$ cat config.mk
export PLATFORM = sky130hd
export DESIGN_NAME = round_robin_ready_ring_core
export DESIGN_NICKNAME = d
export VERILOG_FILES = /design/src/rrr_pkg.sv /design/src/rrr_dpath.sv /design/src/rrr_ctrl.sv /design/src/round_robin_ready_ring_core.sv
export SDC_FILE = /design/constraint.sdc
export NUM_CORES = 1
export LEC_CHECK = 0
export BUFFER_PORTS_ARGS = -buffer_cell sky130_fd_sc_hd__buf_2
export CAP_MARGIN = 25
export CORE_MARGIN = 2
export CORE_UTILIZATION = 40
export DETAILED_ROUTE_END_ITERATION = 8
export GPL_TIMING_DRIVEN = 0
export PLACE_DENSITY_LB_ADDON = 0.2
export SYNTH_ARGS = -nofsm -noshare
export SYNTH_HDL_FRONTEND = slang
export SYNTH_SLANG_ARGS = --single-unit
$ cat constraint.sdc
create_clock -name clk -period 3.84 [get_ports clk]
set_input_delay 0.192 -clock clk [delete_from_list [all_inputs] [get_ports clk]]
set_output_delay 0.192 -clock clk [all_outputs]
set_load 0.01 [all_outputs]
$ cat src/rrr_pkg.sv
// Shared constants, codes and controller/datapath interface types of the ready ring.
package rrr_pkg;

	localparam int SLOTS_DEF = 16;
	localparam int FUNC_W    = 2;
	localparam int ID_W      = 4;
	localparam int STATUS_W  = 2;
	localparam int LEN_W     = 5;

	localparam logic [FUNC_W-1:0] FUNC_ADMIT  = 2'd0;
	localparam logic [FUNC_W-1:0] FUNC_REMOVE = 2'd1;
	localparam logic [FUNC_W-1:0] FUNC_NEXT   = 2'd2;

	localparam logic [STATUS_W-1:0] ST_OK     = 2'd0;
	localparam logic [STATUS_W-1:0] ST_REJECT = 2'd1;
	localparam logic [STATUS_W-1:0] ST_ABSENT = 2'd2;

	typedef enum logic [1:0] {RD_ID, RD_HEAD, RD_DATA} rd_sel_t;
	typedef enum logic [2:0] {WR_NONE, WR_SELF, WR_TAIL_LINK, WR_NEW_LINK, WR_UNLINK} wr_op_t;
	typedef enum logic [1:0] {UPD_NONE, UPD_ADMIT, UPD_EMPTY, UPD_REMOVE} upd_op_t;

	typedef struct packed {
		logic                item_load;
		logic                rd_en;
		rd_sel_t             rd_sel;
		wr_op_t              wr_op;
		upd_op_t             upd_op;
		logic                pred_head;
		logic                pred_next;
		logic                succ_load;
		logic                out_load;
		logic [STATUS_W-1:0] res_status;
		logic                res_next;
	} rrr_cmd_t;

	typedef struct packed {
		logic [FUNC_W-1:0] func;
		logic              id_ok;
		logic              member;
		logic              full;
		logic              empty;
		logic              single;
		logic              hit;
	} rrr_sts_t;

endpackage

$ cat src/rrr_dpath.sv
// Datapath: successor memory, ring registers, item and result registers.
module rrr_dpath import rrr_pkg::*; #(
	parameter int SLOTS = SLOTS_DEF
) (
	input  logic                clk,
	input  logic                arst_n,
	input  logic [FUNC_W-1:0]   func,
	input  logic [ID_W-1:0]     thread_id,
	input  rrr_cmd_t            cmd,
	output rrr_sts_t            sts,
	output logic [ID_W-1:0]     next_id,
	output logic                has_next,
	output logic [STATUS_W-1:0] status,
	output logic [LEN_W-1:0]    ring_length
);

	localparam int SLOT_W = $clog2(SLOTS);
	localparam int CNT_W  = $clog2(SLOTS + 1);

	logic [SLOT_W-1:0] succ_mem [SLOTS];

	logic [FUNC_W-1:0] func_q;
	logic [ID_W-1:0]   id_q;
	logic [SLOT_W-1:0] rd_q;
	logic [SLOT_W-1:0] pred_q;
	logic [SLOT_W-1:0] succ_q;
	logic [SLOT_W-1:0] head_q;
	logic [SLOT_W-1:0] tail_q;
	logic [CNT_W-1:0]  count_q;
	logic [SLOTS-1:0]  member_q;

	logic [SLOT_W-1:0] id_slot;
	logic [SLOT_W-1:0] rd_addr;
	logic [SLOT_W-1:0] wr_addr;
	logic [SLOT_W-1:0] wr_data;
	logic              id_ok;

	assign id_slot = SLOT_W'(id_q);
	assign id_ok   = (32'(id_q) < 32'(SLOTS));

	assign sts.func   = func_q;
	assign sts.id_ok  = id_ok;
	assign sts.member = id_ok && member_q[id_slot];
	assign sts.full   = (32'(count_q) >= 32'(SLOTS));
	assign sts.empty  = (count_q == '0);
	assign sts.single = (count_q <= CNT_W'(1));
	assign sts.hit    = (rd_q == id_slot);

	always_comb begin
		case (cmd.rd_sel)
			RD_ID:   rd_addr = id_slot;
			RD_HEAD: rd_addr = head_q;
			RD_DATA: rd_addr = rd_q;
			default: rd_addr = id_slot;
		endcase
	end

	always_comb begin
		case (cmd.wr_op)
			WR_SELF: begin
				wr_addr = id_slot;
				wr_data = id_slot;
			end
			WR_TAIL_LINK: begin
				wr_addr = tail_q;
				wr_data = id_slot;
			end
			WR_NEW_LINK: begin
				wr_addr = id_slot;
				wr_data = head_q;
			end
			WR_UNLINK: begin
				wr_addr = pred_q;
				wr_data = succ_q;
			end
			default: begin
				wr_addr = id_slot;
				wr_data = id_slot;
			end
		endcase
	end

	// successor memory: one write, one registered read
	always_ff @(posedge clk) begin
		if (cmd.wr_op != WR_NONE) begin
			succ_mem[wr_addr] <= wr_data;
		end
		if (cmd.rd_en) begin
			rd_q <= succ_mem[rd_addr];
		end
	end

	// item, walk and result registers
	always_ff @(posedge clk) begin
		if (cmd.item_load) begin
			func_q <= func;
			id_q   <= thread_id;
		end
		if (cmd.succ_load) begin
			succ_q <= rd_q;
		end
		if (cmd.pred_head) begin
			pred_q <= head_q;
		end else if (cmd.pred_next) begin
			pred_q <= rd_q;
		end
		if (cmd.out_load) begin
			next_id     <= cmd.res_next ? ID_W'(rd_q) : '0;
			has_next    <= cmd.res_next;
			status      <= cmd.res_status;
			ring_length <= LEN_W'(count_q);
		end
	end

	// ring state
	always_ff @(posedge clk or negedge arst_n) begin
		if (!arst_n) begin
			head_q   <= '0;
			tail_q   <= '0;
			count_q  <= '0;
			member_q <= '0;
		end else begin
			case (cmd.upd_op)
				UPD_ADMIT: begin
					member_q[id_slot] <= 1'b1;
					tail_q            <= id_slot;
					count_q           <= count_q + CNT_W'(1);
					if (count_q == '0) begin
						head_q <= id_slot;
					end
				end
				UPD_EMPTY: begin
					member_q[id_slot] <= 1'b0;
					count_q           <= '0;
					head_q            <= '0;
					tail_q            <= '0;
				end
				UPD_REMOVE: begin
					member_q[id_slot] <= 1'b0;
					count_q           <= count_q - CNT_W'(1);
					if (head_q == id_slot) begin
						head_q <= succ_q;
					end
					if (tail_q == id_slot) begin
						tail_q <= pred_q;
					end
				end
				default: begin
				end
			endcase
		end
	end

endmodule

$ cat src/rrr_ctrl.sv
// Controller: sequences admit, remove walk and next lookup, owns the handshakes.
module rrr_ctrl import rrr_pkg::*; (
	input  logic     clk,
	input  logic     arst_n,
	input  logic     in_valid,
	output logic     in_ready,
	output logic     out_valid,
	input  logic     out_ready,
	input  rrr_sts_t sts,
	output rrr_cmd_t cmd
);

	typedef enum logic [2:0] {S_IDLE, S_CHECK, S_ADM2, S_RM_SUCC, S_WALK, S_NXT, S_FINISH} state_t;

	state_t              state_q, state_d;
	logic [STATUS_W-1:0] res_st_q, res_st_d;
	logic                res_nxt_q, res_nxt_d;
	logic                out_valid_d;

	assign in_ready = (state_q == S_IDLE);

	always_comb begin
		state_d     = state_q;
		res_st_d    = res_st_q;
		res_nxt_d   = res_nxt_q;
		out_valid_d = out_valid && !out_ready;

		cmd            = '0;
		cmd.rd_sel     = RD_ID;
		cmd.wr_op      = WR_NONE;
		cmd.upd_op     = UPD_NONE;
		cmd.res_status = res_st_q;
		cmd.res_next   = res_nxt_q;

		case (state_q)
			S_IDLE: begin
				if (in_valid) begin
					cmd.item_load = 1'b1;
					state_d       = S_CHECK;
				end
			end
			S_CHECK: begin
				res_st_d  = ST_OK;
				res_nxt_d = 1'b0;
				state_d   = S_FINISH;
				case (sts.func)
					FUNC_ADMIT: begin
						if (!sts.id_ok || sts.member || sts.full) begin
							res_st_d = ST_REJECT;
						end else if (sts.empty) begin
							cmd.wr_op  = WR_SELF;
							cmd.upd_op = UPD_ADMIT;
						end else begin
							cmd.wr_op = WR_TAIL_LINK;
							state_d   = S_ADM2;
						end
					end
					FUNC_REMOVE: begin
						if (!sts.member) begin
							res_st_d = ST_ABSENT;
						end else if (sts.single) begin
							cmd.upd_op = UPD_EMPTY;
						end else begin
							cmd.rd_en  = 1'b1;
							cmd.rd_sel = RD_ID;
							state_d    = S_RM_SUCC;
						end
					end
					FUNC_NEXT: begin
						if (!sts.member) begin
							res_st_d = ST_ABSENT;
						end else begin
							cmd.rd_en  = 1'b1;
							cmd.rd_sel = RD_ID;
							state_d    = S_NXT;
						end
					end
					default: begin
					end
				endcase
			end
			S_ADM2: begin
				cmd.wr_op  = WR_NEW_LINK;
				cmd.upd_op = UPD_ADMIT;
				state_d    = S_FINISH;
			end
			S_RM_SUCC: begin
				cmd.succ_load = 1'b1;
				cmd.pred_head = 1'b1;
				cmd.rd_en     = 1'b1;
				cmd.rd_sel    = RD_HEAD;
				state_d       = S_WALK;
			end
			S_WALK: begin
				if (sts.hit) begin
					cmd.wr_op  = WR_UNLINK;
					cmd.upd_op = UPD_REMOVE;
					state_d    = S_FINISH;
				end else begin
					cmd.pred_next = 1'b1;
					cmd.rd_en     = 1'b1;
					cmd.rd_sel    = RD_DATA;
				end
			end
			S_NXT: begin
				res_nxt_d = !sts.hit;
				state_d   = S_FINISH;
			end
			S_FINISH: begin
				if (!out_valid || out_ready) begin
					cmd.out_load = 1'b1;
					out_valid_d  = 1'b1;
					state_d      = S_IDLE;
				end
			end
			default: begin
				state_d = S_IDLE;
			end
		endcase
	end

	always_ff @(posedge clk or negedge arst_n) begin
		if (!arst_n) begin
			state_q   <= S_IDLE;
			res_st_q  <= ST_OK;
			res_nxt_q <= 1'b0;
			out_valid <= 1'b0;
		end else begin
			state_q   <= state_d;
			res_st_q  <= res_st_d;
			res_nxt_q <= res_nxt_d;
			out_valid <= out_valid_d;
		end
	end

endmodule

$ cat src/round_robin_ready_ring_core.sv
// Top level of the round-robin ready ring: controller plus datapath.
//
//   channel | handshake            | payload
//   --------+----------------------+-------------------------------------------
//   input   | in_valid / in_ready  | func, thread_id
//   output  | out_valid / out_ready| next_id, has_next, status, ring_length
//
// One item is in work at a time. Rejects, unknown codes, empty-ring admits and
// last-member removes go from check to finish; other admits add a link write,
// a next adds a successor read, and other removes read the successor, then walk
// from the head to the predecessor (up to ring length - 1 entries).
// The walk reads the successor memory one entry a cycle; that read port sets
// the remove time. A finished result sits in the output register, so a
// new item is taken while it waits; a stalled output only holds the next
// result back. Reset clears head, tail, count and membership; the successor
// memory needs no clearing, as entries are read only for members.
module round_robin_ready_ring_core import rrr_pkg::*; #(
	parameter int SLOTS = SLOTS_DEF
) (
	input  logic                clk,
	input  logic                arst_n,
	input  logic                in_valid,
	output logic                in_ready,
	input  logic [FUNC_W-1:0]   func,
	input  logic [ID_W-1:0]     thread_id,
	output logic                out_valid,
	input  logic                out_ready,
	output logic [ID_W-1:0]     next_id,
	output logic                has_next,
	output logic [STATUS_W-1:0] status,
	output logic [LEN_W-1:0]    ring_length
);

	rrr_cmd_t cmd;
	rrr_sts_t sts;

	// sequencing and handshakes
	rrr_ctrl u_ctrl (
		.clk       (clk),
		.arst_n    (arst_n),
		.in_valid  (in_valid),
		.in_ready  (in_ready),
		.out_valid (out_valid),
		.out_ready (out_ready),
		.sts       (sts),
		.cmd       (cmd)
	);

	// ring storage and result register
	rrr_dpath #(
		.SLOTS (SLOTS)
	) u_dpath (
		.clk         (clk),
		.arst_n      (arst_n),
		.func        (func),
		.thread_id   (thread_id),
		.cmd         (cmd),
		.sts         (sts),
		.next_id     (next_id),
		.has_next    (has_next),
		.status      (status),
		.ring_length (ring_length)
	);

endmodule

==> flow_metrics.tcl <==
set metrics [dict create \
    drv_cap 0 \
    min_period_ns 3.69 \
    via_per_inst 5.76 \
    r2r-start "u_dpath.id_q[1]$_DFFE_PP_" \
    path_max_fanout 10 \
    hp-start "out_ready" \
    holdPathEnd "u_ctrl.out_valid$_DFF_PN0_" \
    critPathLaunchType "flop" \
    dieArea_um2 16500 \
    timing.final.hold_violations 0 \
    htree_levels 4 \
    tightest_slew_ns 1.00 \
    gp_congestion 0.854 \
    n_antenna_cell 0 \
    postSynthAreaPerCell_um2 13.6 \
    cp-end-kind "flop" \
    antenna_left 0 \
    synthFlopType "edfxtp_1" \
    first_iter_violations 363 \
    finalCritPeriodShare_pct 96.2 \
    worstRegToRegCells 9 \
    yosys.area_share.simple_pct 11.2 \
    ys_types 56 \
    final_common_cell "edfxtp_1" \
    fmax_mhz 271 \
    wl_mm 14.2 \
    synthAdderAreaFrac_pct 2.02 \
    final-max-slew-violation-count 0 \
    drive_gt1_share_pct 23.1 \
    timing.rr.end "u_dpath.succ_mem[12][1]$_DFFE_PP_" \
    pwr-share-seq_pct 36.4 \
    holdCritPathClass "input port to flop" \
    required_ns 3.98 \
    chipWidth_um 128 \
    synthCells 456 \
    finalClockSkew_ns 0.0122 \
    core_um2 15100 \
    synth-compound-area-share_pct 11.9 \
    synth_top_family_by_area "compound AO/OA/AOI/OAI gates" \
    cts_buffers 17 \
    num_vias 4123 \
    firstDrtPassIters 5 \
    portBuffers 23 \
    intPower_uw 4030 \
    ir_drop_mv 0.354 \
    critPathSlowestCell "or4_4" \
    synth_nets 476 \
    cts_tree "yes" \
    ios 24 \
    fin_setup_tns_ns 0 \
    multi_input_area_um2 2430 \
    crit_path_cell_trace "buf_4 > xor2_1 > or4_4 > nor3_2 > a211oi_1 > or3_1 > clkbuf_1 > nor4_2 > clkbuf_2" \
    rsz0062_at_grt "true" \
    grt_first_pass_wirelength_mm 22.3 \
    synth_enable_flop_cells 94 \
    clockRootBuffer "clkbuf_16" \
    synth_seq_cells 130 \
    die_h_um 128 \
    p_sw_uw 2210 \
    leakagePower_uw 0.00270 \
    drc 0 \
    crit_type "flop to flop" \
    area_growth_pct 20.0 \
    p_per_area_nw_per_um2 842 \
    track_usage_pct 18.3 \
    status "complete, no violations" \
    dp_hpwl_mm 9.53 \
    rows 45 \
    timing.hold.ws_ns 0.0999 \
    grt_pass1_vias 4027 \
    power_frac_comb_pct 37.5 \
    max_stage_delay_ns 0.54 \
    mostFrequentLayoutCells "edfxtp_1 (94), dfrtp_1 (36), nand2_1 (34)" \
    cts_sinks 130 \
    setup_viol 0 \
    fin_nets 536 \
    synth-xor-area-share_pct 1.84 \
    final.fill_count 1291 \
    path_clk_slew_ns 0.06 \
    clockBufferDepth 2 \
    cp.arrival_ns 3.84 \
    clk_latency_ns 0.43 \
    relSlewSlack_pct 33.1 \
    initial_core_util_pct 40.8 \
    clock_power_share_pct 26.1 \
    grt-ovfl-total 0 \
    yosys_warnings 0 \
    ff2ff_setup_slack_ns 0.15 \
    grt_start_max_net_pins 37 \
    synth_area_um2 6180 \
    async_flop_share_pct 27.7 \
    muxShareOfSynthArea_pct 10.4 \
    antenna_found_initial 0 \
    regArea_um2 3720 \
    wl_per_cell_um 19.8 \
    min_path_cells 3 \
    yosysSeqAreaShare_pct 60.3 \
    p_sw_share_pct 35.5 \
]
per-stage QoR:
step | setup slack (ns) | power (uW) | std cells | utilization (%) | area [um2]
floorplan | 0.209 | 3830 | 456 | - | 6180
global placement | -0.565 | 4400 | 667 | 43.1 | 6530
detailed placement | -0.608 | 4460 | 668 | 43.2 | 6550
CTS | -0.254 | 6150 | 705 | 47.9 | 7260
global route | -0.000573 | 6580 | 716 | 49.0 | 7410
finish | 0.146 | 6240 | 716 | 49.0 | 7410
how the worst max path moves through the flow:
| stage | startpoint | end | slack (ns) | depth (start not counted) |
|---|---|---|---|---|
| final | u_dpath.id_q[1]$_DFFE_PP_ | u_dpath.succ_mem[12][1]$_DFFE_PP_ | 0.15 | 9 |
| after global routing | u_dpath.id_q[1]$_DFFE_PP_ | u_dpath.succ_mem[7][1]$_DFFE_PP_ | -0.0006 | 7 |
| after CTS | u_dpath.id_q[1]$_DFFE_PP_ | u_dpath.succ_mem[8][0]$_DFFE_PP_ | -0.25 | 8 |
| after detailed placement | u_dpath.id_q[3]$_DFFE_PP_ | u_dpath.rd_q[3]$_DFFE_PP_ | -0.61 | 13 |
| after global placement | u_dpath.id_q[3]$_DFFE_PP_ | u_dpath.rd_q[3]$_DFFE_PP_ | -0.56 | 13 |
| after floorplan | u_dpath.id_q[3]$_DFFE_PP_ | u_dpath.rd_q[0]$_DFFE_PP_ | 0.21 | 13 |
cell families (layout without fill, tap and decap cells):
group / count (synthesis) / count (layout)
and+or+nand+nor: 131 / 131
DFF: 130 / 130
AOI/OAI and AO/OA: 96 / 96
muxes: 39 / 39
buffers and inverters: 37 / 109
xor gates and xnor gates: 13 / 13
adders and majority gates: 10 / 10
critical path, delay by kind of cell, from the launching register on:
kind / cells / cell delay [ns]
xor gates and xnor gates: 1 / 0.19
buffers and inverters: 3 / 0.73
AOI/OAI and AO/OA: 1 / 0.11
DFF: 1 / 0.46
and+or+nand+nor: 4 / 1.90
layer usage:
layer	vias up	track usage [%]	share of wire (%)
met2	130	28.8	48
met4	0	7.11	1.5
li1	1913	-	-
met1	2061	24.7	46
met5	-	0	0
met3	19	4.42	5.0
synthesized netlist by cell type, drive strengths merged, types with 2 or more instances:
| cell | instances | area, um2 |
|---|---|---|
| a41oi | 5 | 43.8 |
| nor4 | 21 | 146 |
| nor2 | 17 | 63.8 |
| a221oi | 5 | 62.6 |
| a2bb2oi | 20 | 175 |
| o32a | 2 | 20.0 |
| or2 | 2 | 12.5 |
| nor3 | 19 | 100 |
| nand3 | 3 | 15.0 |
| xor2 | 5 | 43.8 |
| clkbuf | 19 | 71.3 |
| nand2b | 6 | 37.5 |
| buf | 5 | 27.5 |
| o31ai | 3 | 22.5 |
| dfrtp | 36 | 901 |
| mux2 | 4 | 45.0 |
| xnor2 | 8 | 70.1 |
| o21a | 2 | 15.0 |
| a22oi | 8 | 60.1 |
| a21oi | 23 | 126 |
| and3 | 5 | 31.3 |
| mux2i | 15 | 150 |
| mux4 | 20 | 450 |
| o21ai | 10 | 50.1 |
| a22o | 3 | 26.3 |
| ha | 10 | 125 |
| edfxtp | 94 | 2820 |
| nor2b | 6 | 37.5 |
| nand2 | 34 | 128 |
| a221o | 3 | 30.0 |
| and2 | 13 | 81.3 |
| inv | 13 | 48.8 |
cell type report:
type | instances | area share, %
clock buffer | 18 | 5.79
inverter | 13 | 0.658
timing repair buffer | 44 | 3.83
sequential | 130 | 50.2
buffer | 21 | 1.35
multi-input combinational | 289 | 32.8
clock inverter | 13 | 2.18
tap | 188 | 3.17
power groups by stage:
stage                     clock, uW  combinational [uW]  sequential (uW)
after detailed placement          0                2190             2270
after global routing           1710                2560             2310
after global placement            0                2130             2270
after CTS                      1650                2240             2260
final                          1630                2340             2270
after floorplan                   0                1620             2210
what timing repair did:
action                                  4_1_cts  5_1_grt
pin swaps                                     0        1
setup buffers                                 1        7
gates cloned                                  0        0
hold buffers                                  7        0
hold endpoints to repair                     42        0
endpoints found under the setup margin       60       44
gates resized for setup                      11       16
(Power assumes the default switching activity.)
